File: config.mk
export PLATFORM = sky130hd
export DESIGN_NAME = ria_ctrl
export DESIGN_NICKNAME = d
export VERILOG_FILES = /design/src/rtl/core/ria_pkg.sv /design/src/rtl/core/ria_ctrl.sv
export SDC_FILE = /design/constraint.sdc
export NUM_CORES = 1
export LEC_CHECK = 0
export BUFFER_PORTS_ARGS = -buffer_cell sky130_fd_sc_hd__buf_2
export CAP_MARGIN = 20
export CORE_AREA = 4 4 41 43
export DETAILED_ROUTE_END_ITERATION = 10
export DIE_AREA = 0 0 45 47
export HOLD_SLACK_MARGIN = 0.12
export PLACE_DENSITY = 0.3
export SYNTH_ARGS = -nofsm -noshare
export SYNTH_HDL_FRONTEND = slang
export SYNTH_SLANG_ARGS = --single-unit
File: constraint.sdc
create_clock -name aclk -period 4 [get_ports aclk]
set_clock_uncertainty 0.1 [all_clocks]
set_input_delay 0.8 -clock aclk [delete_from_list [all_inputs] [get_ports aclk]]
set_output_delay 0.8 -clock aclk [all_outputs]
set_load 0.05 [all_outputs]
File: src/rtl/core/ria_pkg.sv
// Package for the recycling index allocator.
// Holds payload structs, status codes, controller interface structs and defaults.
// No dependencies.
package ria_pkg;

    localparam int IDX_W           = 12;
    localparam int CFG_W           = 13;
    localparam int IDX_SPAN        = 4096;
    localparam int DEF_MAX_ENTRIES = 4096;
    localparam int DEF_INDEX_LIMIT = 4096;

    localparam logic CMD_ALLOC = 1'b0;
    localparam logic CMD_FREE  = 1'b1;

    typedef enum logic [1:0] {
        ST_OK         = 2'd0,
        ST_EXHAUSTED  = 2'd1,
        ST_QUEUE_FULL = 2'd2,
        ST_NULL_FREE  = 2'd3
    } ria_status_t;

    typedef struct packed {
        logic             command;
        logic [IDX_W-1:0] index;
        logic             index_is_null;
    } ria_req_t;

    typedef struct packed {
        logic [IDX_W-1:0] granted_index;
        ria_status_t      status;
    } ria_rsp_t;

    typedef struct packed {
        logic capture;
        logic exec;
        logic pop_load;
    } ria_cmd_t;

    typedef struct packed {
        logic pop_needed;
    } ria_sts_t;

endpackage

File: src/rtl/core/ria_ctrl.sv
// Controller state machine of the recycling index allocator.
// Sequences accept, execute, queue read and result beat; uses ria_pkg.
module ria_ctrl (
    input  logic              aclk,
    input  logic              aresetn,
    input  logic              s_valid,
    output logic              s_ready,
    output logic              m_valid,
    input  logic              m_ready,
    output ria_pkg::ria_cmd_t cmd,
    input  ria_pkg::ria_sts_t sts
);
    import ria_pkg::*;

    typedef enum logic [1:0] {
        S_IDLE,
        S_EXEC,
        S_POP,
        S_RESP
    } state_t;

    state_t state_reg;
    state_t state_next;

    always_comb begin
        state_next = state_reg;
        case (state_reg)
            S_IDLE: begin
                if (s_valid) begin
                    state_next = S_EXEC;
                end
            end
            S_EXEC: begin
                state_next = sts.pop_needed ? S_POP : S_RESP;
            end
            S_POP: begin
                state_next = S_RESP;
            end
            S_RESP: begin
                if (m_ready) begin
                    state_next = S_IDLE;
                end
            end
            default: begin
                state_next = S_IDLE;
            end
        endcase
    end

    always_ff @(posedge aclk) begin
        if (!aresetn) begin
            state_reg <= S_IDLE;
        end else begin
            state_reg <= state_next;
        end
    end

    assign s_ready      = (state_reg == S_IDLE);
    assign m_valid      = (state_reg == S_RESP);
    assign cmd.capture  = s_valid && (state_reg == S_IDLE);
    assign cmd.exec     = (state_reg == S_EXEC);
    assign cmd.pop_load = (state_reg == S_POP);

endmodule

Word-level counts from Yosys, hierarchy flattened
Index checks and enable logic that the tools add are counted.
Storage, ports and cells
  flip-flop bits (word level): 2
  input port bits: 5
  output and inout bits: 5
  word-level logic and storage cells: 13
Operators by class
  equal/unequal tests: 5
  multiplexer cells: 4
  reduce and logical (&&, ||, !) cells: 3
Operators by type and width (count)
  $pmux W2 S4: 1
  $eq A2 B2 Y1 const B: 2
  $mux W2: 2
  $eq A2 B1 Y1 const B: 1
  $logic_not A2 Y1: 1
  $ne A2 B1 Y1 const B: 1
  $ne A2 B2 Y1 const B: 1
  $reduce_and A2 Y1: 1
  $logic_and A1 B1 Y1: 1
  $mux W1: 1

Depth between registers and ports, before layout
Gate-level depths: netlist of run 1.
  depth in word-level cells: 3
  mapped depth: 5

Worst setup path after synthesis of run 1
OpenSTA, ideal clock, no wires.
  path kind: reg2out
  from: register state_reg[0]
  to: output port cmd[2] (netlist name)
  data arrival time: 1340 ps
  required time: 3100 ps
  setup slack: 1760 ps
  stages on the path, launching flop included: 4
  cells stage by stage: dfxtp_1 > inv_1 > ha_1 > and2_2
RTL lines
  start: declaration: RTL line ria_ctrl.sv:22  | state_t state_reg;
  start signal: assignment: RTL line ria_ctrl.sv:54  | state_reg <= state_next;
  end: declaration: RTL line ria_ctrl.sv:10  | output ria_pkg::ria_cmd_t cmd,

==> impl_metrics.tcl, run 1 <==
set metrics [dict create \
    critPathSlowestCell "dfxtp_1" \
    dieHeight_um 47 \
    firstDrtPassIters 2 \
    hold_viol 0 \
    gp_congestion 0.650 \
    overflow 0 \
    drtIter0Drc 1 \
    fin_crit_ps 2190 \
    crit_path_start_kind "register" \
    worstRegToRegCells 5 \
    n_fill_cell 156 \
    cts_hold_buffers 0 \
    nNetsFinal 42 \
    drt-total-wl_um 406 \
    critPathCaptureType "output pin" \
    period_share_pct 54.8 \
    register_area_sq_um 40.0 \
    tightestPinTransition_ps 266 \
    numCtsBuffers 3 \
    setup_viol 0 \
    grt_max_degree 6 \
    relSlewSlack_pct 82.1 \
    yosys-top-cells-area "ha_1, dfxtp_1, nor2b_1, nor2b_2, o41ai_1" \
    clockBufferDepth 2 \
    max_stage_delay_ps 340 \
    endpoint "cmd[2]" \
    antenna_found_initial 0 \
    die_width_um 45 \
    synthToLayoutAreaGrowth_pct 50.4 \
    ys_ff_latch 2 \
    route.detailed.drc 0 \
    largest_reg_flops 2 \
    rsz0062_at_grt "no" \
    n_antenna_cell 0 \
    critical_path.startpoint "state_reg[0]" \
    setup_slack_ps 1810 \
    outcome "finished, final reports clean" \
    syn_inst 19 \
    syn_area_per_cell_sq_um 9.02 \
    maxSlewViolCount 0 \
    cts_root_buf "clkbuf_4" \
    crit_type "reg -> out" \
    place_hpwl_um 328 \
    reg2reg_to "state_reg[0]" \
    synth_top_area_cell "ha_1" \
    worstHoldStart "state_reg[1]" \
    hp-class "reg -> reg" \
    netlist_area_sq_um 171 \
    tns_ps 0 \
    regToRegStartpoint "state_reg[0]" \
    final_common_cell "buf_2" \
    yosys.area.top_type_share_pct 29.2 \
    synth-seq-area-share_pct 23.4 \
    synth_cell_types 13 \
    path_max_fanout 5 \
    start_util_pct 13.2 \
    vias 161 \
    rows 13 \
    globalRouteTotalUtil_pct 4.81 \
    mostFrequentLayoutCells "buf_2, ha_1, clkbuf_4" \
    synthesis.nets 28 \
    multi_input_area_sq_um 124 \
    dieArea_sq_um 2120 \
    clock_latency_ps 220 \
    reg2reg_slack_ps 2470 \
    ant_nets 0 \
    crit_family "flip-flops" \
    synth_warnings 0 \
    cts_resized 0 \
    grt_pass1_wl_um 696 \
    io_buffer_count 9 \
    fmax_mhz 456 \
    wl_per_cell_um 8.83 \
    grt_pass1_vias 163 \
    worst-path-stages 4 \
    cts_sinks 2 \
    worstPathRequired_ps 3100 \
    crit_buf_inv 2 \
    via_per_inst 3.50 \
    critical_path.cell_chain "inv_1 -> ha_1 -> and2_2 -> buf_2" \
    cts_setup_buffers 0 \
    htree_levels 1 \
    post-place-ws_ps 1820 \
    clkTransAtPathRegs_ps 30 \
    cp_data_arrival_time_ps 1290 \
    cap_violations 0 \
    drive_gt1_share_pct 45.2 \
    cts_tree "yes" \
    ios 10 \
    core_area_sq_um 1300 \
    whs_ps 432 \
]
## logic make-up (layout without fill, tap and decap cells)
kind of cell / Yosys count / after routing / share of synthesized area (%)
AO/OA/AOI/OAI: 4 / 4 / 15.3
adder cells (fa/ha/maj): 4 / 4 / 29.2
buffers and inverters: 2 / 14 / 4.38
flip-flops: 2 / 2 / 23.4
AND/OR/NAND/NOR: 7 / 7 / 27.7
## routing by layer
metal | vias up | share of wire (%) | GRT usage [%]
met3 | 0 | 10 | 1.53
met4 | 0 | 0 | 5.26
li1 | 89 | - | -
met1 | 65 | 51 | 6.56
met2 | 7 | 39 | 5.37
met5 | - | 0 | 0
## synth_stat cells (all sizes together)
library cell  n
a21boi        1
a21oi         1
and2          1
dfxtp         2
ha            4
inv           2
nor2          1
nor2b         3
o21ai         1
o41ai         1
or3           1
or3b          1
## worst register-to-register path, delay by kind of cell (launching register included)
| kind | cells | cell delay [ps] |
|---|---|---|
| flops | 1 | 340 |
| compound gates | 1 | 150 |
| fa+ha+maj | 1 | 250 |
| simple gates | 2 | 520 |
| buf+inv | 1 | 100 |
## metrics by stage
stage | utilization (%) | instance area (sq um) | std cells
after CTS | 19.8 | 258 | 46
after global routing | 19.8 | 258 | 46
after detailed placement | 18.1 | 235 | 43
after global placement | 18.1 | 235 | 43
final | 19.8 | 258 | 46
after floorplan | - | 171 | 19
## layout make-up
class                   instances  area share (%)
repair buffers                  9            17.5
inverters                       2            2.91
flip-flops and latches          2            15.5
well taps                      15            7.28
multi-input cells              15            48.1
clock buffers                   3            8.74
## worst min-delay path by stage
stage	endpoint	slack, ps	cells after the start
6_report	state_reg[1]	430	2
5_1_grt	state_reg[1]	500	2
4_1_cts	state_reg[1]	450	2
3_5_place_dp	state_reg[1]	440	2
3_3_place_gp	state_reg[1]	450	2
2_1_floorplan	state_reg[1]	400	2
Power of run 1 is not shown: default switching activity piles up to over one toggle a cycle in this logic, so the estimate is an artifact.
==> inputs of run 2 (changes only) <==
==> constraint.sdc (replaced) <==
create_clock -name aclk -period 2.2 [get_ports aclk]
set_clock_uncertainty 0.1 [all_clocks]
set_input_delay 0.44 -clock aclk [delete_from_list [all_inputs] [get_ports aclk]]
set_output_delay 0.44 -clock aclk [all_outputs]
set_load 0.05 [all_outputs]
==> run 2 against run 1 <==
Against the previous run:
- global-route usage up 0.24 points
- non-clock buffer count unchanged
- setup slack worse by 1500 ps
- clock-buffer cell count unchanged
- sequential cell count unchanged
- register-to-register slack worse by 1800 ps
- highest routed layer unchanged
- sequential share of layout area unchanged
==> impl_metrics.tcl, run 2 (synthesized netlist as in run 1, its figures left out) <==
set metrics [dict create \
    globalRouteTotalUtil_pct 5.05 \
    placed_area_sq_um 235 \
    route.detailed.drc 0 \
    drtIter0Drc 1 \
    ios 10 \
    relSlewSlack_pct 82.4 \
    clkTransAtPathRegs_ps 30 \
    crit_path_start_kind "register" \
    cp_data_arrival_time_ps 1310 \
    crit_family "flip-flops" \
    tns_ps 0 \
    rows 13 \
    dieHeight_um 47 \
    clockBufferDepth 2 \
    critPathSlowestCell "dfxtp_1" \
    rsz0062_at_grt "no" \
    critical_path.cell_chain "inv_1 -> ha_1 -> and2_2 -> buf_2" \
    dieArea_sq_um 2120 \
    grt_pass1_vias 167 \
    drive_gt1_share_pct 45.2 \
    gp_congestion 0.669 \
    final_common_cell "buf_2" \
    ant_nets 0 \
    worstPathRequired_ps 1660 \
    critPathCaptureType "output pin" \
    path_max_fanout 5 \
    synthToLayoutAreaGrowth_pct 50.4 \
    drt-total-wl_um 423 \
    cts_root_buf "clkbuf_4" \
    cts_hold_buffers 0 \
    cts_setup_buffers 0 \
    fin_crit_ps 1850 \
    n_fill_cell 159 \
    outcome "finished, final reports clean" \
    maxSlewViolCount 0 \
    start_util_pct 13.2 \
    hp-class "in -> reg" \
    vias 171 \
    grt_max_degree 6 \
    cts_resized 0 \
    wl_per_cell_um 9.20 \
    dp.cells 43 \
    clock_latency_ps 220 \
    mostFrequentLayoutCells "buf_2, ha_1, clkbuf_4" \
    htree_levels 1 \
    cts_sinks 2 \
    firstDrtPassIters 2 \
    grt_pass1_wl_um 683 \
    place_hpwl_um 334 \
    overflow 0 \
    die_width_um 45 \
    postLayoutCellArea_sq_um 258 \
    cap_violations 0 \
    largest_reg_flops 2 \
    hold_viol 0 \
    cts_tree "yes" \
    n_antenna_cell 0 \
    nNetsFinal 42 \
    core_area_sq_um 1300 \
    crit_type "reg -> out" \
    io_buffer_count 9 \
    finalNonFillerCells 46 \
    crit_buf_inv 2 \
    via_per_inst 3.72 \
    antenna_found_initial 0 \
    max_stage_delay_ps 390 \
    period_share_pct 84.1 \
    tightestPinTransition_ps 260 \
    numCtsBuffers 3 \
    setup_viol 0 \
    fmax_mhz 540 \
]
[run 2: area by class of cell]
class,instances,area [sq um],area share (%)
Clock buffer,3,22.5,8.74
Sequential cell,2,40.0,15.5
Timing Repair Buffer,9,45.0,17.5
Multi-Input combinational cell,15,124,48.1
Tap cell,15,18.8,7.28
Inverter,2,7.51,2.91
[run 2: worst register-to-register path, cell delays in order (launching register included)]
cell	delay (ps)
dfxtp_1	390
inv_1	90
ha_1	230
nor2b_1	160
or3_1	370
a21oi_1	150
[run 2: final timing paths]
| check | startpoint | slack (ps) | depth (start not counted) | endpoint |
|---|---|---|---|---|
| setup / recovery | state_reg[1] | 350 | 4 | cmd[2] |
| hold / removal | aresetn | 360 | 3 | state_reg[0] |
| setup reg to reg | state_reg[1] | 640 | 5 | state_reg[0] |
| hold reg to reg | state_reg[1] | 450 | 2 | state_reg[1] |
[run 2: routing by layer]
layer	up-vias	track usage (%)	part of all wire, %
met4	0	7.02	0
li1	90	-	-
met2	7	5.37	40
met5	-	0	0
met3	0	2.68	12
met1	74	5.88	48
[run 2: stage by stage]
| step | setup WS [ps] | hold WS, ps | utilization, % |
|---|---|---|---|
| final | 349 | 359 | 19.8 |
| after global routing | 276 | 380 | 19.8 |
| after CTS | 330 | 350 | 19.8 |
| after detailed placement | 578 | 446 | 18.1 |
| after global placement | 568 | 454 | 18.1 |
| after floorplan | 320 | 398 | - |
Power of run 2 is left out for the same reason.
==> inputs of run 3 (changes only) <==
--- a/config.mk
+++ b/config.mk
@@ -5,13 +5,14 @@
 export SDC_FILE = /design/constraint.sdc
 export NUM_CORES = 1
 export LEC_CHECK = 0
+export ABC_AREA = 1
 export BUFFER_PORTS_ARGS = -buffer_cell sky130_fd_sc_hd__buf_2
 export CAP_MARGIN = 20
 export CORE_AREA = 4 4 41 43
 export DETAILED_ROUTE_END_ITERATION = 10
 export DIE_AREA = 0 0 45 47
 export HOLD_SLACK_MARGIN = 0.12
-export PLACE_DENSITY = 0.3
+export PLACE_DENSITY = 0.33
 export SYNTH_ARGS = -nofsm -noshare
 export SYNTH_HDL_FRONTEND = slang
 export SYNTH_SLANG_ARGS = --single-unit
==> constraint.sdc (replaced) <==
create_clock -name aclk -period 1.66 [get_ports aclk]
set_clock_uncertainty 0.1 [all_clocks]
set_input_delay 0.332 -clock aclk [delete_from_list [all_inputs] [get_ports aclk]]
set_output_delay 0.332 -clock aclk [all_outputs]
set_load 0.05 [all_outputs]
==> run 3 against run 2 <==
Against the previous run:
- setup slack lost 280 ps
- largest cell class unchanged
- via count up 8.8%
- highest routed layer unchanged
- core utilization rose by 2.9 points
- sequential cell count is the same
- non-clock buffer count stayed put
- synthesized cell count up 47%
- die area unchanged
==> impl_metrics.tcl, run 3 <==
set metrics [dict create \
    outcome "finished, final reports clean" \
    dieArea_sq_um 2120 \
    synthArstFlopShare_pct 0 \
    largest_reg_flops 2 \
    n_fill_cell 151 \
    antenna_found_initial 0 \
    synthToLayoutAreaGrowth_pct 46.6 \
    worstRegToRegCells 5 \
    finalNonFillerCells 55 \
    vias 186 \
    rows 13 \
    htree_levels 1 \
    start_util_pct 15.5 \
    mostFrequentLayoutCells "inv_1, buf_2, nand2_1" \
    clkTransAtPathRegs_ps 30 \
    path_max_fanout 4 \
    synthTopCellsByCount "inv_1, nand2_1, ha_1" \
    crit_path_start_kind "register" \
    dp.cells 52 \
    clock_latency_ps 220 \
    numCtsBuffers 3 \
    rsz0062_at_grt "no" \
    cap_violations 0 \
    synth_warnings 0 \
    drtIter0Drc 3 \
    grt_pass1_vias 190 \
    yosys.area.top_type_share_pct 24.8 \
    hp-class "in -> reg" \
    globalRouteTotalUtil_pct 4.96 \
    setup_viol 0 \
    ios 10 \
    core_area_sq_um 1300 \
    firstDrtPassIters 2 \
    cts_sinks 2 \
    io_buffer_count 9 \
    yosys-top-cells-area "ha_1, dfxtp_1, inv_1, nand2_1, a21oi_2" \
    synth_cell_types 9 \
    ys_ff_latch 2 \
    route.detailed.drc 0 \
    dieHeight_um 47 \
    syn_area_per_cell_sq_um 7.19 \
    grt_pass1_wl_um 696 \
    cp_data_arrival_time_ps 1160 \
    tns_ps 0 \
    cts_root_buf "clkbuf_4" \
    fin_crit_ps 1590 \
    netlist_area_sq_um 201 \
    critPathCaptureType "output pin" \
    yosys.cell_count.top_type "inv_1" \
    relSlewSlack_pct 83.3 \
    synth-seq-area-share_pct 19.9 \
    synth_flop_cell "dfxtp_1" \
    wl_per_cell_um 8.13 \
    crit_type "reg -> out" \
    tightestPinTransition_ps 252 \
    clockBufferDepth 2 \
    synthesis.nets 37 \
    syn_inst 28 \
    hold_viol 0 \
    synth_top_area_cell "ha_1" \
    whs_ps 257 \
    cts_tree "yes" \
    die_width_um 45 \
    ant_nets 0 \
    synth_edf_count 0 \
    drive_gt1_share_pct 50.0 \
    via_per_inst 3.38 \
    worstPathRequired_ps 1230 \
    fmax_mhz 630 \
    period_share_pct 95.6 \
    gp_congestion 0.756 \
    grt_max_degree 6 \
    final_util_pct 22.7 \
    nNetsFinal 51 \
    maxSlewViolCount 0 \
    overflow 0 \
    hold_depth 3 \
    n_antenna_cell 0 \
    place_hpwl_um 353 \
    drt-total-wl_um 447 \
]
[run 3: cell count changes in the layout (fill, tap and decap cells not counted), moves of 2 or more]
cell / previous run / this run
dfxtp_1: 2 / 0
a21oi_2: 0 / 2
nor2b_1: 2 / 0
inv_1: 2 / 8
nand3_1: 0 / 2
dfxtp_2: 0 / 2
nand2_1: 0 / 7
[run 3: final timing paths]
| kind | from | to | slack (ps) |
|---|---|---|---|
| setup / recovery | state_reg[0] | cmd[2] | 70 |
| hold / removal | aresetn | state_reg[1] | 260 |
| setup reg to reg | state_reg[0] | state_reg[0] | 510 |
| hold reg to reg | state_reg[1] | state_reg[1] | 400 |
[run 3: cell type report]
type	count	area [sq um]	area share [%]
sequential	2	42.5	14.4
inverter	8	30.0	10.2
multi-input combinational	18	134	45.3
clock buffer	3	22.5	7.63
tap	15	18.8	6.36
timing repair buffer	9	47.5	16.1
[run 3: cell families (layout without fill, tap and decap cells)]
family          count (synthesis)  count (layout)  synth area share [%]
flops                           2               2                  19.9
buf+inv                         8              20                  14.9
simple gates                   12              12                  31.7
fa+ha+maj                       4               4                  24.8
compound gates                  2               2                  8.70
[run 3: routing by layer]
metal | vias to the layer above | part of all wire (%) | global-route usage (%)
li1 | 106 | - | -
met1 | 75 | 41 | 4.97
met2 | 5 | 50 | 6.78
met3 | 0 | 9.2 | 1.92
met4 | 0 | 0 | 7.02
met5 | - | 0 | 0
[run 3: per-stage QoR]
step / cell area (sq um) / setup slack, ps
finish: 295 / 72.3
global route: 295 / 16.3
CTS: 293 / 24.2
detailed placement: 268 / 227
global placement: 268 / 244
floorplan: 204 / 47.3
[run 3: repair_timing]
item,CTS,global route
hold buffers,0,0
endpoints found under the hold margin,0,0
gates resized for setup,1,2
setup buffers,0,0
endpoints found under the setup margin,1,1
[run 3: worst max-delay path: stages (launching register included)]
cell     delay (ps)
dfxtp_2         330
inv_1           100
ha_2            220
nand2_1          60
inv_1            50
buf_4           180
Power of run 3 is left out for the same reason.
